==> src/rtl/rfd_pkg.sv <==
// Package for the reader frame deframer: event codes, parser phases and the
// records passed between the queues. Used by every module in rtl/.
`timescale 1ns / 1ps

package rfd_pkg;

  // Depth of each of the two-entry queues.
  localparam logic [1:0] Q_DEPTH = 2'd2;

  // Byte values that mark start codes, ACK, NACK and extended lengths.
  localparam logic [7:0] BYTE_ZERO = 8'h00;
  localparam logic [7:0] BYTE_ONES = 8'hFF;

  // Register reset value of the expected frame type.
  localparam logic [7:0] TYPE_RESET = 8'hD5;

  // Event codes reported once per received byte.
  typedef enum logic [3:0] {
    EV_NONE     = 4'd0,
    EV_ACK      = 4'd1,
    EV_NACK     = 4'd2,
    EV_LEN_BAD  = 4'd3,
    EV_TYPE_BAD = 4'd4,
    EV_OPEN     = 4'd5,
    EV_PAYLOAD  = 4'd6,
    EV_ERROR    = 4'd7,
    EV_DCS_OK   = 4'd8,
    EV_DCS_BAD  = 4'd9,
    EV_END      = 4'd10
  } event_t;

  // Parser phases, one-hot.
  typedef enum logic [10:0] {
    PH_HUNT     = 11'b000_0000_0001,
    PH_LEN      = 11'b000_0000_0010,
    PH_LCS      = 11'b000_0000_0100,
    PH_EXT_HIGH = 11'b000_0000_1000,
    PH_EXT_LOW  = 11'b000_0001_0000,
    PH_EXT_LCS  = 11'b000_0010_0000,
    PH_TYPE     = 11'b000_0100_0000,
    PH_DATA     = 11'b000_1000_0000,
    PH_ERRCODE  = 11'b001_0000_0000,
    PH_DCS      = 11'b010_0000_0000,
    PH_POST     = 11'b100_0000_0000
  } phase_t;

  // A received byte with its classification flags.
  typedef struct packed {
    logic [7:0] data;
    logic       is_zero;
    logic       is_ones;
  } rx_item_t;

  // Handshake from the front queue toward the parser.
  typedef struct packed {
    logic     empty;
    rx_item_t item;
  } front_status_t;

  // One reported event.
  typedef struct packed {
    event_t     ev;
    logic [7:0] value;
  } result_t;

endpackage

==> src/rtl/rfd_front.sv <==
// Front part of the reader frame deframer: classifies received bytes and
// holds them in a two-entry queue. Depends on rfd_pkg.
`timescale 1ns / 1ps

module rfd_front (
  input  logic                   clk,
  input  logic                   rst_n,
  input  logic                   push,
  input  logic [7:0]             rx_byte,
  output logic                   full,
  input  logic                   pop,
  output rfd_pkg::front_status_t status
);

  rfd_pkg::rx_item_t mem_r [2];
  logic              wr_ptr_r, wr_ptr_nxt;
  logic              rd_ptr_r, rd_ptr_nxt;
  logic [1:0]        count_r, count_nxt;
  logic              do_push, do_pop;
  rfd_pkg::rx_item_t new_item;

  // Classify the incoming byte as it enters.
  always_comb begin
    new_item.data    = rx_byte;
    new_item.is_zero = (rx_byte == rfd_pkg::BYTE_ZERO);
    new_item.is_ones = (rx_byte == rfd_pkg::BYTE_ONES);
  end

  assign full    = (count_r == rfd_pkg::Q_DEPTH);
  assign do_push = push && !full;
  assign do_pop  = pop && (count_r != 2'd0);

  // Pointer and fill count updates.
  always_comb begin
    wr_ptr_nxt = do_push ? ~wr_ptr_r : wr_ptr_r;
    rd_ptr_nxt = do_pop ? ~rd_ptr_r : rd_ptr_r;
    count_nxt  = count_r + {1'b0, do_push} - {1'b0, do_pop};
  end

  always_ff @(posedge clk) begin
    if (!rst_n) begin
      wr_ptr_r <= 1'b0;
      rd_ptr_r <= 1'b0;
      count_r  <= 2'd0;
    end else begin
      wr_ptr_r <= wr_ptr_nxt;
      rd_ptr_r <= rd_ptr_nxt;
      count_r  <= count_nxt;
    end
  end

  // Queue storage needs no reset.
  always_ff @(posedge clk) begin
    if (do_push) begin
      mem_r[wr_ptr_r] <= new_item;
    end
  end

  assign status.empty = (count_r == 2'd0);
  assign status.item  = mem_r[rd_ptr_r];

endmodule

==> src/rtl/rfd_back.sv <==
// Back part of the reader frame deframer: the frame parser state machine,
// the expected-type register and a two-entry result queue. Depends on rfd_pkg.
`timescale 1ns / 1ps

module rfd_back (
  input  logic                   clk,
  input  logic                   rst_n,
  input  logic                   cfg_we,
  input  logic [7:0]             cfg_wdata,
  input  rfd_pkg::front_status_t front,
  output logic                   front_pop,
  output logic                   out_empty,
  input  logic                   out_pop,
  output rfd_pkg::result_t       out_head
);

  rfd_pkg::phase_t   phase_r, phase_nxt;
  logic [7:0]        held_byte_r, held_byte_nxt;
  logic              held_valid_r, held_valid_nxt;
  logic [7:0]        length_high_r, length_high_nxt;
  logic [15:0]       remaining_r, remaining_nxt;
  logic [7:0]        sum_r, sum_nxt;
  logic [7:0]        type_r;
  rfd_pkg::result_t  res;
  logic [7:0]        b;
  logic [7:0]        short_sum;
  logic [7:0]        ext_sum;
  logic [7:0]        dcs_sum;
  logic [15:0]       rem_dec;
  logic              take;

  rfd_pkg::result_t  oq_r [2];
  logic              oq_wr_r, oq_rd_r;
  logic [1:0]        oq_count_r, oq_count_nxt;
  logic              oq_pop;

  // A byte is parsed whenever one is queued and the result queue has room.
  assign take   = !front.empty && (oq_count_r != rfd_pkg::Q_DEPTH);
  assign front_pop = take;
  assign b      = front.item.data;

  assign short_sum = held_byte_r + b;
  assign ext_sum   = length_high_r + held_byte_r + b;
  assign dcs_sum   = sum_r + b;
  assign rem_dec   = (remaining_r != 16'd0) ? (remaining_r - 16'd1) : remaining_r;

  // Expected frame type register.
  always_ff @(posedge clk) begin
    if (!rst_n) begin
      type_r <= rfd_pkg::TYPE_RESET;
    end else if (cfg_we) begin
      type_r <= cfg_wdata;
    end
  end

  // Parser next-state and event logic for the byte at the queue head.
  always_comb begin
    phase_nxt       = phase_r;
    held_byte_nxt   = held_byte_r;
    held_valid_nxt  = held_valid_r;
    length_high_nxt = length_high_r;
    remaining_nxt   = remaining_r;
    sum_nxt         = sum_r;
    res.ev          = rfd_pkg::EV_NONE;
    res.value       = 8'd0;
    unique case (phase_r)
      rfd_pkg::PH_HUNT: begin
        if (held_valid_r && (held_byte_r == rfd_pkg::BYTE_ZERO) && front.item.is_ones) begin
          phase_nxt      = rfd_pkg::PH_LEN;
          held_valid_nxt = 1'b0;
        end else begin
          held_byte_nxt  = b;
          held_valid_nxt = 1'b1;
        end
      end
      rfd_pkg::PH_LEN: begin
        held_byte_nxt = b;
        phase_nxt     = rfd_pkg::PH_LCS;
      end
      rfd_pkg::PH_LCS: begin
        // ACK, NACK and extended codes take precedence over the length check.
        priority if ((held_byte_r == rfd_pkg::BYTE_ZERO) && front.item.is_ones) begin
          res.ev    = rfd_pkg::EV_ACK;
          phase_nxt = rfd_pkg::PH_POST;
        end else if ((held_byte_r == rfd_pkg::BYTE_ONES) && front.item.is_zero) begin
          res.ev    = rfd_pkg::EV_NACK;
          phase_nxt = rfd_pkg::PH_POST;
        end else if ((held_byte_r == rfd_pkg::BYTE_ONES) && front.item.is_ones) begin
          phase_nxt = rfd_pkg::PH_EXT_HIGH;
        end else if ((short_sum != 8'd0) || (held_byte_r == 8'd0)) begin
          res.ev         = rfd_pkg::EV_LEN_BAD;
          phase_nxt      = rfd_pkg::PH_HUNT;
          held_valid_nxt = 1'b0;
        end else if (held_byte_r == 8'd1) begin
          phase_nxt = rfd_pkg::PH_ERRCODE;
        end else begin
          remaining_nxt = {8'd0, held_byte_r - 8'd1};
          phase_nxt     = rfd_pkg::PH_TYPE;
        end
      end
      rfd_pkg::PH_EXT_HIGH: begin
        length_high_nxt = b;
        phase_nxt       = rfd_pkg::PH_EXT_LOW;
      end
      rfd_pkg::PH_EXT_LOW: begin
        held_byte_nxt = b;
        phase_nxt     = rfd_pkg::PH_EXT_LCS;
      end
      rfd_pkg::PH_EXT_LCS: begin
        if ((ext_sum != 8'd0) || ({length_high_r, held_byte_r} == 16'd0)) begin
          res.ev         = rfd_pkg::EV_LEN_BAD;
          phase_nxt      = rfd_pkg::PH_HUNT;
          held_valid_nxt = 1'b0;
        end else begin
          remaining_nxt = {length_high_r, held_byte_r} - 16'd1;
          phase_nxt     = rfd_pkg::PH_TYPE;
        end
      end
      rfd_pkg::PH_TYPE: begin
        res.value = b;
        sum_nxt   = b;
        if (b == type_r) begin
          res.ev    = rfd_pkg::EV_OPEN;
          phase_nxt = (remaining_r == 16'd0) ? rfd_pkg::PH_DCS : rfd_pkg::PH_DATA;
        end else begin
          res.ev         = rfd_pkg::EV_TYPE_BAD;
          phase_nxt      = rfd_pkg::PH_HUNT;
          held_valid_nxt = 1'b0;
        end
      end
      rfd_pkg::PH_DATA: begin
        res.ev        = rfd_pkg::EV_PAYLOAD;
        res.value     = b;
        sum_nxt       = dcs_sum;
        remaining_nxt = rem_dec;
        if (rem_dec == 16'd0) begin
          phase_nxt = rfd_pkg::PH_DCS;
        end
      end
      rfd_pkg::PH_ERRCODE: begin
        res.ev    = rfd_pkg::EV_ERROR;
        res.value = b;
        sum_nxt   = b;
        phase_nxt = rfd_pkg::PH_DCS;
      end
      rfd_pkg::PH_DCS: begin
        res.ev    = (dcs_sum == 8'd0) ? rfd_pkg::EV_DCS_OK : rfd_pkg::EV_DCS_BAD;
        phase_nxt = rfd_pkg::PH_POST;
      end
      rfd_pkg::PH_POST: begin
        res.ev         = rfd_pkg::EV_END;
        phase_nxt      = rfd_pkg::PH_HUNT;
        held_valid_nxt = 1'b0;
      end
      default: begin
        phase_nxt      = rfd_pkg::PH_HUNT;
        held_valid_nxt = 1'b0;
      end
    endcase
  end

  // Parser state registers advance only when a byte is taken.
  always_ff @(posedge clk) begin
    if (!rst_n) begin
      phase_r       <= rfd_pkg::PH_HUNT;
      held_byte_r   <= 8'd0;
      held_valid_r  <= 1'b0;
      length_high_r <= 8'd0;
      remaining_r   <= 16'd0;
      sum_r         <= 8'd0;
    end else if (take) begin
      phase_r       <= phase_nxt;
      held_byte_r   <= held_byte_nxt;
      held_valid_r  <= held_valid_nxt;
      length_high_r <= length_high_nxt;
      remaining_r   <= remaining_nxt;
      sum_r         <= sum_nxt;
    end
  end

  // Result queue: one entry per parsed byte.
  assign oq_pop       = out_pop && (oq_count_r != 2'd0);
  assign oq_count_nxt = oq_count_r + {1'b0, take} - {1'b0, oq_pop};

  always_ff @(posedge clk) begin
    if (!rst_n) begin
      oq_wr_r    <= 1'b0;
      oq_rd_r    <= 1'b0;
      oq_count_r <= 2'd0;
    end else begin
      if (take) begin
        oq_wr_r <= ~oq_wr_r;
      end
      if (oq_pop) begin
        oq_rd_r <= ~oq_rd_r;
      end
      oq_count_r <= oq_count_nxt;
    end
  end

  always_ff @(posedge clk) begin
    if (take) begin
      oq_r[oq_wr_r] <= res;
    end
  end

  assign out_empty = (oq_count_r == 2'd0);
  assign out_head  = oq_r[oq_rd_r];

endmodule

==> src/rtl/reader_frame_deframer_top.sv <==
// Top level of the reader frame deframer: joins the classifying front queue
// and the parser back end. Depends on rfd_pkg, rfd_front and rfd_back.
`timescale 1ns / 1ps

// Channel   Direction  Ports                                   Handshake
// input     in         in_rx_byte                              in_push / in_full
// result    out        out_event_res, out_value                out_empty / out_pop
// config    in         cfg_wdata                               cfg_we
//
// One item is accepted and one result produced per cycle when out_pop keeps up.
// A byte reaches the result ports through both queues: the accepting edge
// writes the input queue, and an edge on which the result queue has room
// moves the byte through the parser into the result queue.
// The parser takes a byte only when the result queue has room, so a stalled
// reader fills both queues and then raises in_full.
// Reset is synchronous and active low; it empties both queues and restarts
// the start-code hunt with the expected frame type at 0xD5.

module reader_frame_deframer_top (
  input  logic       clk,
  input  logic       rst_n,
  input  logic       in_push,
  input  logic [7:0] in_rx_byte,
  output logic       in_full,
  output logic       out_empty,
  input  logic       out_pop,
  output logic [3:0] out_event_res,
  output logic [7:0] out_value,
  input  logic       cfg_we,
  input  logic [7:0] cfg_wdata
);

  rfd_pkg::front_status_t front_status;
  logic                   front_pop;
  rfd_pkg::result_t       out_head;

  // Front part: byte classification and input queue.
  rfd_front u_front (
    .clk     (clk),
    .rst_n   (rst_n),
    .push    (in_push),
    .rx_byte (in_rx_byte),
    .full    (in_full),
    .pop     (front_pop),
    .status  (front_status)
  );

  // Back part: frame parser and result queue.
  rfd_back u_back (
    .clk       (clk),
    .rst_n     (rst_n),
    .cfg_we    (cfg_we),
    .cfg_wdata (cfg_wdata),
    .front     (front_status),
    .front_pop (front_pop),
    .out_empty (out_empty),
    .out_pop   (out_pop),
    .out_head  (out_head)
  );

  assign out_event_res = out_head.ev;
  assign out_value     = out_head.value;

`ifndef SYNTHESIS
  // The parser never takes a byte from an empty front queue.
  a_pop_not_empty: assert property (@(posedge clk) disable iff (!rst_n)
    front_pop |-> !front_status.empty)
    else $error("parser popped an empty front queue");

  // Reset leaves no result waiting.
  a_reset_empty: assert property (@(posedge clk)
    !rst_n |=> out_empty)
    else $error("result queue not empty after reset");

  // The value field is zero unless the event carries a byte.
  a_value_zero: assert property (@(posedge clk) disable iff (!rst_n)
    (!out_empty && !(out_event_res == rfd_pkg::EV_TYPE_BAD ||
                     out_event_res == rfd_pkg::EV_OPEN ||
                     out_event_res == rfd_pkg::EV_PAYLOAD ||
                     out_event_res == rfd_pkg::EV_ERROR)) |-> (out_value == 8'd0))
    else $error("value nonzero for an event without a byte");
`endif

endmodule
==> config.mk <==
export PLATFORM = sky130hd
export DESIGN_NAME = reader_frame_deframer_top
export DESIGN_NICKNAME = d
export VERILOG_FILES = /design/src/rtl/rfd_pkg.sv /design/src/rtl/rfd_front.sv /design/src/rtl/rfd_back.sv /design/src/rtl/reader_frame_deframer_top.sv
export SDC_FILE = /design/constraint.sdc
export NUM_CORES = 1
export LEC_CHECK = 0
export BUFFER_PORTS_ARGS = -buffer_cell sky130_fd_sc_hd__buf_2
export CAP_MARGIN = 20
export CORE_MARGIN = 3
export CORE_UTILIZATION = 25
export CTS_BUF_LIST = sky130_fd_sc_hd__clkbuf_4 sky130_fd_sc_hd__clkbuf_8
export DETAILED_ROUTE_END_ITERATION = 12
export PLACE_DENSITY = 0.43
export SYNTH_ARGS = -nofsm -noshare
export SYNTH_HDL_FRONTEND = slang
export SYNTH_SLANG_ARGS = --single-unit
==> constraint.sdc <==
create_clock -name clk -period 12.3 [get_ports clk]
set_input_delay 0.615 -clock clk [delete_from_list [all_inputs] [get_ports clk]]
set_output_delay 0.615 -clock clk [all_outputs]
set_load 0.01 [all_outputs]
Word level (Yosys, flattened, before mapping)
Memories as Yosys holds them, arrays and structs flattened. A register that Yosys moved wholly into a read port is not among the register bits.
Index checks and enable logic that the tools add are counted.
{ "word_totals": {"register_bits": 68, "ram_bits": 44, "in_bits": 21, "out_inout_bits": 14, "elab_cells": 146, "memories": 2} }
{ "op_classes": {"n_addsub": 11, "n_eq_ne": 29, "mux": 47, "n_bitwise": 5, "n_reduce_logical": 39} }
{ "mem_list": {"columns": ["name", "words", "word_bits", "read_ports", "rd_clocked_by_memory_dff", "write_ports", "line_no", "text"], "rows": [
  ["u_back.oq_r", 2, 12, 1, 1, 1, "rfd_back.sv:32", "rfd_pkg::result_t oq_r [2];"],
  ["u_front.mem_r", 2, 10, 1, 1, 1, "rfd_front.sv:15", "rfd_pkg::rx_item_t mem_r [2];"]
]} }
{ "ops": {"columns": ["cell", "count"], "rows": [
  ["16-bit two-way mux", 7],
  ["11-bit one-hot mux with 10 select lines", 1],
  ["11-bit two-way mux", 6],
  ["16-bit zero test", 3],
  ["16-bit one-hot mux with 3 select lines", 1],
  ["8-bit adder", 4],
  ["8-bit one-hot mux with 2 select lines", 2],
  ["16-bit by 1-bit subtractor with 16-bit output, second input constant", 2],
  ["4-bit one-hot mux with 7 select lines", 1],
  ["8-bit zero test", 3],
  ["9-bit two-way mux", 2],
  ["2-bit != test, second input constant", 9],
  ["1-bit two-way mux", 17],
  ["8-bit equality test, second input constant", 2],
  ["8-bit two-way mux", 2],
  ["8-bit AND reduction", 2],
  ["16-bit nonzero test", 1],
  ["8-bit nonzero test", 2],
  ["4-bit two-way mux", 3],
  ["11-bit by 1-bit equality test with 1-bit output, second input constant", 1],
  ["11-bit by 10-bit equality test with 1-bit output, second input constant", 1],
  ["11-bit equality test, second input constant", 1],
  ["11-bit by 2-bit equality test with 1-bit output, second input constant", 1],
  ["11-bit by 3-bit equality test with 1-bit output, second input constant", 1],
  ["29 further kinds", 56]
]} }

Depth between registers and ports, before layout
Gate-level depths: netlist (run 1).
{ "depth": {"word_depth": 8, "depth_mapped": 16, "mapped_depth_nobuf": 14} }

Cells and area by module
Synthesis (run 1) repeated with hierarchy kept, for this count alone.
{ "hier_totals": {"cells_unflattened": 739, "hier_area_um2": 6980.4} }
{ "modules_own_cells": {"columns": ["mod", "instances", "cells_each", "area_per_inst_um2"], "rows": [
  ["rfd_back", 1, 676, 5995.8],
  ["rfd_front", 1, 63, 984.7]
]} }

Least setup slack after synthesis (run 1)
No wires, ideal clock.
{ "synth_path": {"path_type": "reg2reg", "startpoint": "register with a tool-made name", "endpoint": "register u_back.remaining_r[11]", "arrival_time_ns": 4.166, "slack_ns": 8.002, "stages_incl_launch_ff": 17, "path_buffers": 2, "period_less_slack_ns": 4.298, "cell_sequence": "dfxtp_1 -> buf_6 -> mux2i_1 -> inv_1 -> fa_1 -> ha_1 -> inv_1 -> fa_1 -> nor2b_1 -> o2111a_1 -> or3b_4 -> a2111oi_4 -> a31oi_4 -> or3_1 -> clkbuf_2 -> o21ai_0 -> a21oi_1"} }
{ "synth_rtl": {"columns": ["element", "line_no", "text"], "rows": [
  ["end signal: assignment", "rfd_back.sv:176", "remaining_r <= remaining_nxt;"],
  ["end: declaration", "rfd_back.sv:21", "logic [15:0] remaining_r, remaining_nxt;"]
]} }

==> metrics.md, run 1 <==
| Metric | Value |
|---|---|
| Status | `complete, no violations` |
| Most common cell after layout, fill and taps aside | `nor2_1` |
| Hold Vio Cnt, Final | `0` |
| Diodes inserted | `0` |
| Dominant cell type by area after synthesis | `dfxtp_1` |
| Avg Cell Area, Syn | `approximately 9.4 um^2` |
| Max Buffers Root-to-Sink | `2` |
| Syn Inst Count | `roughly 720` |
| Final max-slew violation count | `0` |
| Ys Warns | `0` |
| Number of vias per cell | `between 4 and 5` |
| Synth top area share | `between 20 and 25%` |
| Reg2Reg Setup Slack | `7110 ps` |
| Die width | `approximately 170 um` |
| Top post-synthesis cells by area | `dfxtp_1, edfxtp_1, nor2_1` |
| Total GRT Usage | `13.8%` |
| Hold slack final | `just under 400 ps` |
| Synth Flop Type | `dfxtp_1` |
| Crit path DAT | `5530 ps` |
| Clock latency on the worst-skew pair | `roughly 450 ps` |
| GRT overflow | `0` |
| Vias in the first global route | `around 5400` |
| RR Endpoint | `u_back.remaining_r[15]$_SDFFE_PN0P_` |
| CTS clk-pin slew, worst paths | `~80 ps` |
| First-pass GRT wire length | `slightly above 30000 um` |
| Max-slew headroom | `28.6%` |
| Top sig layer | `met4` |
| Async S/R FF share, synth | `0%` |
| F_max | `between 0.15 and 0.2 GHz` |
| # DRC | `0` |
| GPL Wtd Cong | `between 0.8 and 0.9` |
| Yosys reg bits | `114` |
| Drt initial violations | `about 370` |
| Crit start category | `register` |
| Most frequent cells in the layout | `nor2_1, dfxtp_1, edfxtp_1` |
| Worst Setup End Kind | `register` |
| Hold EP | `u_back.type_r[2]$_SDFFE_PN1P_` |
| Number of flops mapped to enable cells by yosys | `44` |
| Tcrit/Tclk final | `between 40% and 50%` |
| Hold Path Stages | `3` |
| Hold wc startpoint | `cfg_wdata[2]` |
| CP Class | `reg -> reg` |
| Slew @ Worst Pin | `around 1100 ps` |
| P&R area growth vs syn | `13.7%` |
| Worst r2r path cells | `12` |
| Core area | `between 20000 and 30000 um^2` |
| Metal3 WL | `926 um` |
| TritonCTS clock tree | `built` |
| Post-synthesis sequential area ratio | `approximately 40%` |
| Worst hold path type | `in -> reg` |
| Final core utilization | `between 20% and 30%` |
| Met2 wire length | `8570 um` |
| CTS root buffer | `clkbuf_8` |
| Clk_skew | `roughly 25 ps` |
| DP HPWL | `14000 um` |
| CTS resizes | `0` |
| Hold_buf cts | `0` |
| Post-synthesis net count | `a little under 800` |
| Buffers added on ports | `34` |
| H-tree depth | `4` |
| RSZ-0062 raised after global routing | `no` |
| Number of setup buffers added after CTS | `0` |
| CTS buffer count | `17` |
| Vias | `between 5000 and 6000` |
| Routed Antenna Nets | `0` |
| Lkg Pwr | `2.95 nW` |
| Crit Path Max Fanout | `16` |
| Die Span Y | `roughly 170 um` |
| Final WL | `approximately 19000 um` |
| Final setup fails | `0` |
| Largest net degree at the start of global routing | `52` |
| WP data required | `between 10000 and 15000 ps` |
| Num rows | `59` |
| Clk sinks | `approximately 110` |
| Fin crit period | `a little over 5000 ps` |
| Met1 WL | `approximately 9700 um` |
| Cell Area, Synth | `between 6000 and 7000 um^2` |
| Initial antenna violation count | `0` |
| # IOs | `35` |
| Maximum VDD drop | `~0.067 mV` |
| # nets final | `813` |
| Starting Density | `around a quarter` |
| DRT Pass-1 Iters | `6` |
| Die ar. | `about 30000 um^2` |
| Layout cells sized above 1 | `between 10% and 20%` |
| WL/cell | `17.7 um` |
| Post-synthesis cell type count | `67` |
| Power per cell area | `192 nW/um^2` |
| Maxcap violations | `0` |
| Setup TNS | `0 ps` |
-- synth_stat cells, types with 9 or more instances --
library cell / count
xnor2_1: 34
ha_1: 30
nand3_1: 27
o21ai_0: 28
nand2_1: 35
mux2i_1: 31
nor3_1: 16
mux2_2: 17
clkbuf_1: 27
inv_1: 35
xor2_1: 14
edfxtp_1: 44
nand4_1: 11
a21oi_1: 26
dfxtp_1: 70
nor4_1: 14
a211oi_1: 24
nor2_1: 103
o31ai_1: 9
fa_1: 10
-- through the flow --
stage | area [um^2] | total power [W] | instances | setup WS (ps)
6_report | 7760 | 0.00149 | 1100 | 7110
5_1_grt | 7760 | 0.00161 | 1100 | 6720
4_1_cts | 7760 | 0.00151 | 1100 | 7090
3_5_place_dp | 7330 | 0.00111 | 1068 | 7110
3_3_place_gp | 7330 | 0.00112 | 1068 | 7200
2_1_floorplan | 6820 | 0.000938 | 724 | 8000
-- cell families after synthesis --
logic type / Yosys count / share of synthesized area (%)
buf+inv: 69 / 4.05
compound gates: 139 / 14.0
simple gates: 264 / 19.4
mux: 49 / 7.68
flops: 114 / 39.9
fa+ha+maj: 40 / 8.44
xor+xnor: 49 / 6.49
-- sequential cells by signal (all words and copies together), names as in the netlist, named ones only --
signal / cells
u_back.oq_rd_r: 1
u_back.oq_r: 24
u_front.count_r: 2
u_front.mem_r: 20
u_back.held_byte_r: 8
u_back.type_r: 8
u_back.length_high_r: 8
u_back.sum_r: 8
u_back.oq_count_r: 2
u_back.oq_wr_r: 1
u_back.remaining_r: 16
u_front.wr_ptr_r: 1
u_back.held_valid_r: 1
u_back.phase_r: 11
u_front.rd_ptr_r: 1
-- metal layers --
layer | vias up | track usage [%]
met2 | 126 | 21.4
met5 | - | 0
li1 | 2681 | -
met3 | 18 | 2.99
met1 | 2632 | 19.5
met4 | 0 | 3.71
-- worst max-delay path, cell delays in order, from the launching register on --
cell and delay, ps:
dfxtp_1 740, mux2i_1 600, inv_1 240, fa_1 520, ha_1 350, or2_2 320, o2111a_1 150, or3b_4 400
a2111oi_4 440, a31oi_4 190, nor3_4 720, a21boi_0 200, o21a_1 210
-- area by class of cell --
cell class	instances	area, um^2
fill	2803	18700
multi-input combinational	541	3820
sequential	114	2720
tap	335	419
clock buffer	17	234
timing repair buffer	41	223
clock inverter	15	195
inverter	37	139
-- worst max-delay path by stage --
stage | start | endpoint | slack, ps | depth (start not counted)
2_1_floorplan | register | u_back.remaining_r[11]$_SDFFE_PN0P_ | 8000 | 16
4_1_cts | register | u_back.remaining_r[15]$_SDFFE_PN0P_ | 7090 | 12
5_1_grt | register | u_back.remaining_r[15]$_SDFFE_PN0P_ | 6720 | 13
6_report | register | u_back.remaining_r[15]$_SDFFE_PN0P_ | 7110 | 12
3_5_place_dp | register | u_back.remaining_r[15]$_SDFFE_PN0P_ | 7110 | 12
3_3_place_gp | register | u_back.remaining_r[8]$_SDFFE_PN0P_ | 7200 | 12
-- power by group --
part | switching (W) | internal, W | total (W)
clock | 0.000187 | 0.000206 | 0.000393
combinational | 0.000348 | 0.000243 | 0.000591
sequential | 0.0000513 | 0.000458 | 0.000510
total | 0.000586 | 0.000907 | 0.00149
Power figures use the tool's default switching activity.
==> inputs of run 2 (changes only) <==
- PLACE_DENSITY: 0.43 -> 0.45
- clock period: 12.3 -> 4.3 ns (I/O delays scaled with it)
==> metrics.md, run 2 (same netlist as run 1, synthesis figures left out) <==
| Metric | Value |
|---|---|
| Fill count | `~2800` |
| Diodes inserted | `0` |
| Final WL | `around 19000 um` |
| # IOs | `35` |
| Worst hold path type | `in -> reg` |
| Clk sinks | `roughly 110` |
| Slew @ Worst Pin | `approximately 1000 ps` |
| WL/cell | `between 15 and 20 um` |
| Number of vias per cell | `4.84` |
| Fin cells | `1139` |
| Regs by FF count | `u_back.oq_r x24, u_front.mem_r x20, u_back.remaining_r x16` |
| Met3 Usage GRT | `under 10%` |
| Status | `complete, no violations` |
| CTS root buffer | `clkbuf_8` |
| Crit path DAT | `~4400 ps` |
| Crit Path Max Fanout | `7` |
| M2 GR Usage | `between 20% and 30%` |
| Drt initial violations | `around 330` |
| Worst Setup End Kind | `register` |
| # DRC | `0` |
| Core area | `approximately 26000 um^2` |
| Num rows | `around 60` |
| WP data required | `about 4600 ps` |
| Lkg Pwr | `3.13 nW` |
| PnR worst setup slack | `approximately 280 ps` |
| P&R area growth vs syn | `18.6%` |
| Inst Count DP | `1090` |
| Max Buffers Root-to-Sink | `2` |
| Vias | `approximately 5500` |
| GPL Wtd Cong | `around 0.84` |
| Initial antenna violation count | `1` |
| Total GRT Usage | `between 10% and 20%` |
| RSZ-0062 raised after global routing | `no` |
| Power per cell area | `~530 nW/um^2` |
| Most flops, register | `u_back.oq_r` |
| Dpl ws | `between 30 and 40 ps` |
| Hold Vio Cnt, Final | `0` |
| Fin crit period | `4020 ps` |
| Max-slew headroom | `30.2%` |
| CTS buffer count | `17` |
| Die Span Y | `about 170 um` |
| Crit start category | `register` |
| Die width | `about 170 um` |
| Multi-input gate area | `3840 um^2` |
| Most frequent cells in the layout | `nor2_1, dfxtp_1, edfxtp_1` |
| Routed Antenna Nets | `0` |
| Max FFs per register | `24` |
| DP HPWL | `14300 um` |
| Met1 usage | `about a fifth` |
| GR peak layer | `met2` |
| Buffers added on ports | `34` |
| Most common cell after layout, fill and taps aside | `nor2_1` |
| Die ar. | `29300 um^2` |
| F_max | `0.249 GHz` |
| CTS clk-pin slew, worst paths | `~80 ps` |
| First-pass GRT wire length | `just over 30000 um` |
| Starting Density | `between 20% and 30%` |
| Final setup fails | `0` |
| Layout cells sized above 1 | `17.0%` |
| FF+latch area | `approximately 2700 um^2` |
| Setup TNS | `0 ps` |
| Tcrit/Tclk final | `approximately 93%` |
| Maximum VDD drop | `between 0.2 and 0.3 mV` |
| Final max-slew violation count | `0` |
| Clock latency on the worst-skew pair | `between 400 and 500 ps` |
| Clk_skew | `13.4 ps` |
| Number of setup buffers added after CTS | `0` |
| Vias in the first global route | `approximately 5400` |
| # nets final | `852` |
| TritonCTS clock tree | `built` |
| GRT overflow | `0` |
| DRT Pass-1 Iters | `4` |
| Largest net degree at the start of global routing | `31` |
| H-tree depth | `4` |
| CP Class | `reg -> reg` |
| Maxcap violations | `0` |
run 2: cell count changes in the layout (fill, tap and decap cells not counted), moves of 2 or more:
cell	delta
buf_4	+22
dlygate4sd3_1	+16
mux2i_1	-4
mux2i_2	+4
clkinv_2	+3
inv_6	-3
clkinv_4	+2
run 2: path summary, 6_finish.rpt:
| path | from | endpoint | slack, ps | cells past startpoint |
|---|---|---|---|---|
| max | register | u_back.remaining_r[9]$_SDFFE_PN0P_ | 280 | 12 |
| min | in_push | u_front.wr_ptr_r$_SDFFE_PN0P_ | 170 | 4 |
| max reg2reg | register | u_back.remaining_r[9]$_SDFFE_PN0P_ | 280 | 12 |
| min reg2reg | u_back.held_valid_r$_SDFFE_PN0P_ | u_back.held_valid_r$_SDFFE_PN0P_ | 480 | 2 |
run 2: through the flow:
stage	power [W]	hold WS (ps)	cell area (um^2)	util [%]
after floorplan	0.00268	314	6820	-
after global placement	0.00326	431	7500	28.4
after detailed placement	0.00326	434	7500	28.4
after CTS	0.00431	148	8060	30.5
after global routing	0.00458	169	8090	30.6
final	0.00428	175	8090	30.6
run 2: worst max-delay path, stage by stage (launching register included):
cell and delay (ps):
dfxtp_4 420, mux2i_2 260, inv_1 140, fa_1 490
ha_1 240, or2_2 300, o2111a_1 250, or3b_4 410
a2111oi_4 470, a31oi_4 200, or3_4 480, o21ai_0 170
a21oi_1 80
run 2: power by group:
part	switching [W]	leakage, nW	internal [W]
logic	0.00107	1.95	0.000777
clock network	0.000506	0.196	0.000519
registers	0.0000991	0.990	0.00131
total	0.00167	3.13	0.00261
run 2: timing repair:
action                                  CTS  global route
gates resized for setup                   1             6
hold buffers                             16             0
pin swaps                                 0             1
cloned                                    0             0
endpoints found under the hold margin    24             0
endpoints found under the setup margin    2             9
run 2: final cells by class:
cell class	instances	area share, %
timing repair buffer	80	7.02
tap	335	5.18
clock inverter	15	1.98
sequential	114	33.7
inverter	37	1.72
clock buffer	17	2.89
multi-input combinational	541	47.5
run 2: metal layers:
| layer | wire (um) | part of all wire, % |
|---|---|---|
| met5 | 0 | 0 |
| met3 | 852 | 4.4 |
| met1 | 9740 | 51 |
| met4 | 219 | 1.1 |
| met2 | 8370 | 44 |
==> inputs of run 3 (changes only) <==
- CTS_CLUSTER_SIZE: not set -> 14
- PLACE_DENSITY: 0.45 -> 0.43
- RECOVER_POWER: not set -> 50
- clock period: 4.3 -> 5 ns (I/O delays scaled with it)
==> metrics.md, run 3 (same netlist as run 1, synthesis figures left out) <==
| Metric | Value |
|---|---|
| Clk_skew | `between 10 and 15 ps` |
| RR Endpoint | `u_back.remaining_r[11]$_SDFFE_PN0P_` |
| # nets final | `a little over 800` |
| Max-slew headroom | `-77.6%` |
| Clk sinks | `roughly 110` |
| Vias | `roughly 5400` |
| Reg2Reg Setup Slack | `around 560 ps` |
| Lkg Pwr | `around 2.9 nW` |
| Drt initial violations | `slightly below 400` |
| Largest net degree at the start of global routing | `52` |
| CP cell instances | `mux2i_1 > inv_1 > fa_1 > ha_1 > or2_2 > o2111a_1 > or3b_4 > a2111oi_4 > a31oi_4 > or3_1 > o21ai_0 > a21oi_1` |
| Die ar. | `between 20000 and 30000 um^2` |
| Crit path depth | `12` |
| Crit start category | `register` |
| Total GRT Usage | `between 10% and 20%` |
| PnR worst setup slack | `approximately 560 ps` |
| F_max | `between 0.2 and 0.25 GHz` |
| Die width | `~170 um` |
| Tcrit/Tclk final | `88.8%` |
| WL/cell | `~18 um` |
| Crit Path Max Fanout | `8` |
| DP HPWL | `14300 um` |
| Crit path DAT | `4640 ps` |
| # DRC | `0` |
| CP max stage cell | `dfxtp_1` |
| Vias in the first global route | `around 5300` |
| Status | `complete, but fails checks` |
| Number of vias per cell | `4.89` |
| H-tree depth | `4` |
| Setup TNS | `0 ps` |
| WP data required | `5200 ps` |
| Core area | `about 26000 um^2` |
| Failing checks | `capacitance limit, slew limit` |
| GRT overflow | `0` |
| Maximum VDD drop | `0.199 mV` |
| CTS buffer count | `17` |
| Slew @ Worst Pin | `between 2000 and 3000 ps` |
| Starting Density | `between 20% and 30%` |
| RSZ-0062 raised after global routing | `no` |
| Largest delay share family, worst path | `simple AND/OR/NAND/NOR gates` |
| Most flops, register | `u_back.oq_r` |
| Die Span Y | `about 170 um` |
| Final setup fails | `0` |
| Buffers added on ports | `34` |
| Fill count | `about 2800` |
| DRT Pass-1 Iters | `5` |
| # IOs | `35` |
| CP Class | `reg -> reg` |
| Maxcap violations | `2` |
| Fin crit period | `around 4400 ps` |
| Worst hold path type | `in -> reg` |
| Layout cells sized above 1 | `roughly 12%` |
| Routed Antenna Nets | `0` |
| CP endpoint | `u_back.remaining_r[11]$_SDFFE_PN0P_` |
| Regs by FF count | `u_back.oq_r x24, u_front.mem_r x20, u_back.remaining_r x16` |
| Worst r2r path cells | `12` |
| Worst Path Buf+Inv | `1` |
| Initial antenna violation count | `1` |
| Max Buffers Root-to-Sink | `2` |
| GPL Wtd Cong | `just over 0.8` |
| Final core utilization | `29.5%` |
| Dpl ws | `670 ps` |
| TritonCTS clock tree | `built` |
| Final max-slew violation count | `52` |
| P&R area growth vs syn | `14.2%` |
| Critical Path Max Stage Delay | `roughly 570 ps` |
| CTS resizes | `0` |
| Worst Setup End Kind | `register` |
| Hold Vio Cnt, Final | `0` |
| Most frequent cells in the layout | `nor2_1, dfxtp_1, edfxtp_1` |
| CTS clk-pin slew, worst paths | `roughly 70 ps` |
| Final WL | `around 20000 um` |
| Most common cell after layout, fill and taps aside | `nor2_1` |
| Max FFs per register | `24` |
| Clock latency on the worst-skew pair | `approximately 440 ps` |
| First-pass GRT wire length | `31000 um` |
| Power per cell area | `468 nW/um^2` |
| CTS root buffer | `clkbuf_8` |
| Num rows | `59` |
-- run 3: worst register-to-register path, cell delays in order, from the launching register on --
cell	delay [ps]
dfxtp_1	570
mux2i_1	280
inv_1	150
fa_1	490
ha_1	350
or2_2	320
o2111a_1	160
or3b_4	410
a2111oi_4	430
a31oi_4	200
or3_1	550
o21ai_0	210
a21oi_1	80
-- run 3: where the power goes --
part / internal, W / leakage (nW) / switching, W
sequential: 0.00113 / 0.989 / 0.000127
combinational: 0.000594 / 1.73 / 0.000867
clock: 0.000534 / 0.213 / 0.000396
-- run 3: final cells by class --
class	count	area (um^2)	share of cell area, %
tap	335	419	5.38
clock inverter	10	135	1.73
inverter	37	139	1.78
sequential	114	2720	34.9
clock buffer	22	284	3.64
antenna	1	2.50	0.0321
timing repair buffer	51	269	3.45
multi-input combinational	541	3820	49.1
-- run 3: per-stage QoR --
stage	power (W)	std cells	cell area [um^2]	hold slack, ps
6_report	0.00365	1111	7790	25.4
2_1_floorplan	0.00231	724	6820	349
3_3_place_gp	0.00276	1074	7370	455
5_1_grt	0.00393	1110	7790	25.7
3_5_place_dp	0.00275	1074	7370	462
4_1_cts	0.00371	1109	7820	1.21
-- run 3: per-layer routing --
metal	wire, um	vias to the layer above	track usage [%]
li1	-	2714	-
met2	8440	119	20.4
met5	0	-	0
met4	181	0	3.95
met3	818	16	2.67
met1	10100	2580	20.8
-- run 3: worst min path at each step --
| stage | from | cells past startpoint | slack (ps) | endpoint |
|---|---|---|---|---|
| after global routing | cfg_wdata[6] | 3 | 30 | u_back.type_r[6]$_SDFFE_PN1P_ |
| final | cfg_wdata[6] | 3 | 30 | u_back.type_r[6]$_SDFFE_PN1P_ |
| after floorplan | in_rx_byte[0] | 0 | 350 | u_front.mem_r[0][2]$_DFFE_PP_ |
| after detailed placement | u_back.held_valid_r$_SDFFE_PN0P_ | 2 | 460 | u_back.held_valid_r$_SDFFE_PN0P_ |
| after global placement | u_back.held_valid_r$_SDFFE_PN0P_ | 2 | 450 | u_back.held_valid_r$_SDFFE_PN0P_ |
| after CTS | cfg_wdata[6] | 3 | 1 | u_back.type_r[6]$_SDFFE_PN1P_ |
-- run 3: timing repair --
action | CTS | global route
hold buffers | 3 | 0
buffers inserted | 0 | 0
hold endpoints to repair | 3 | 0
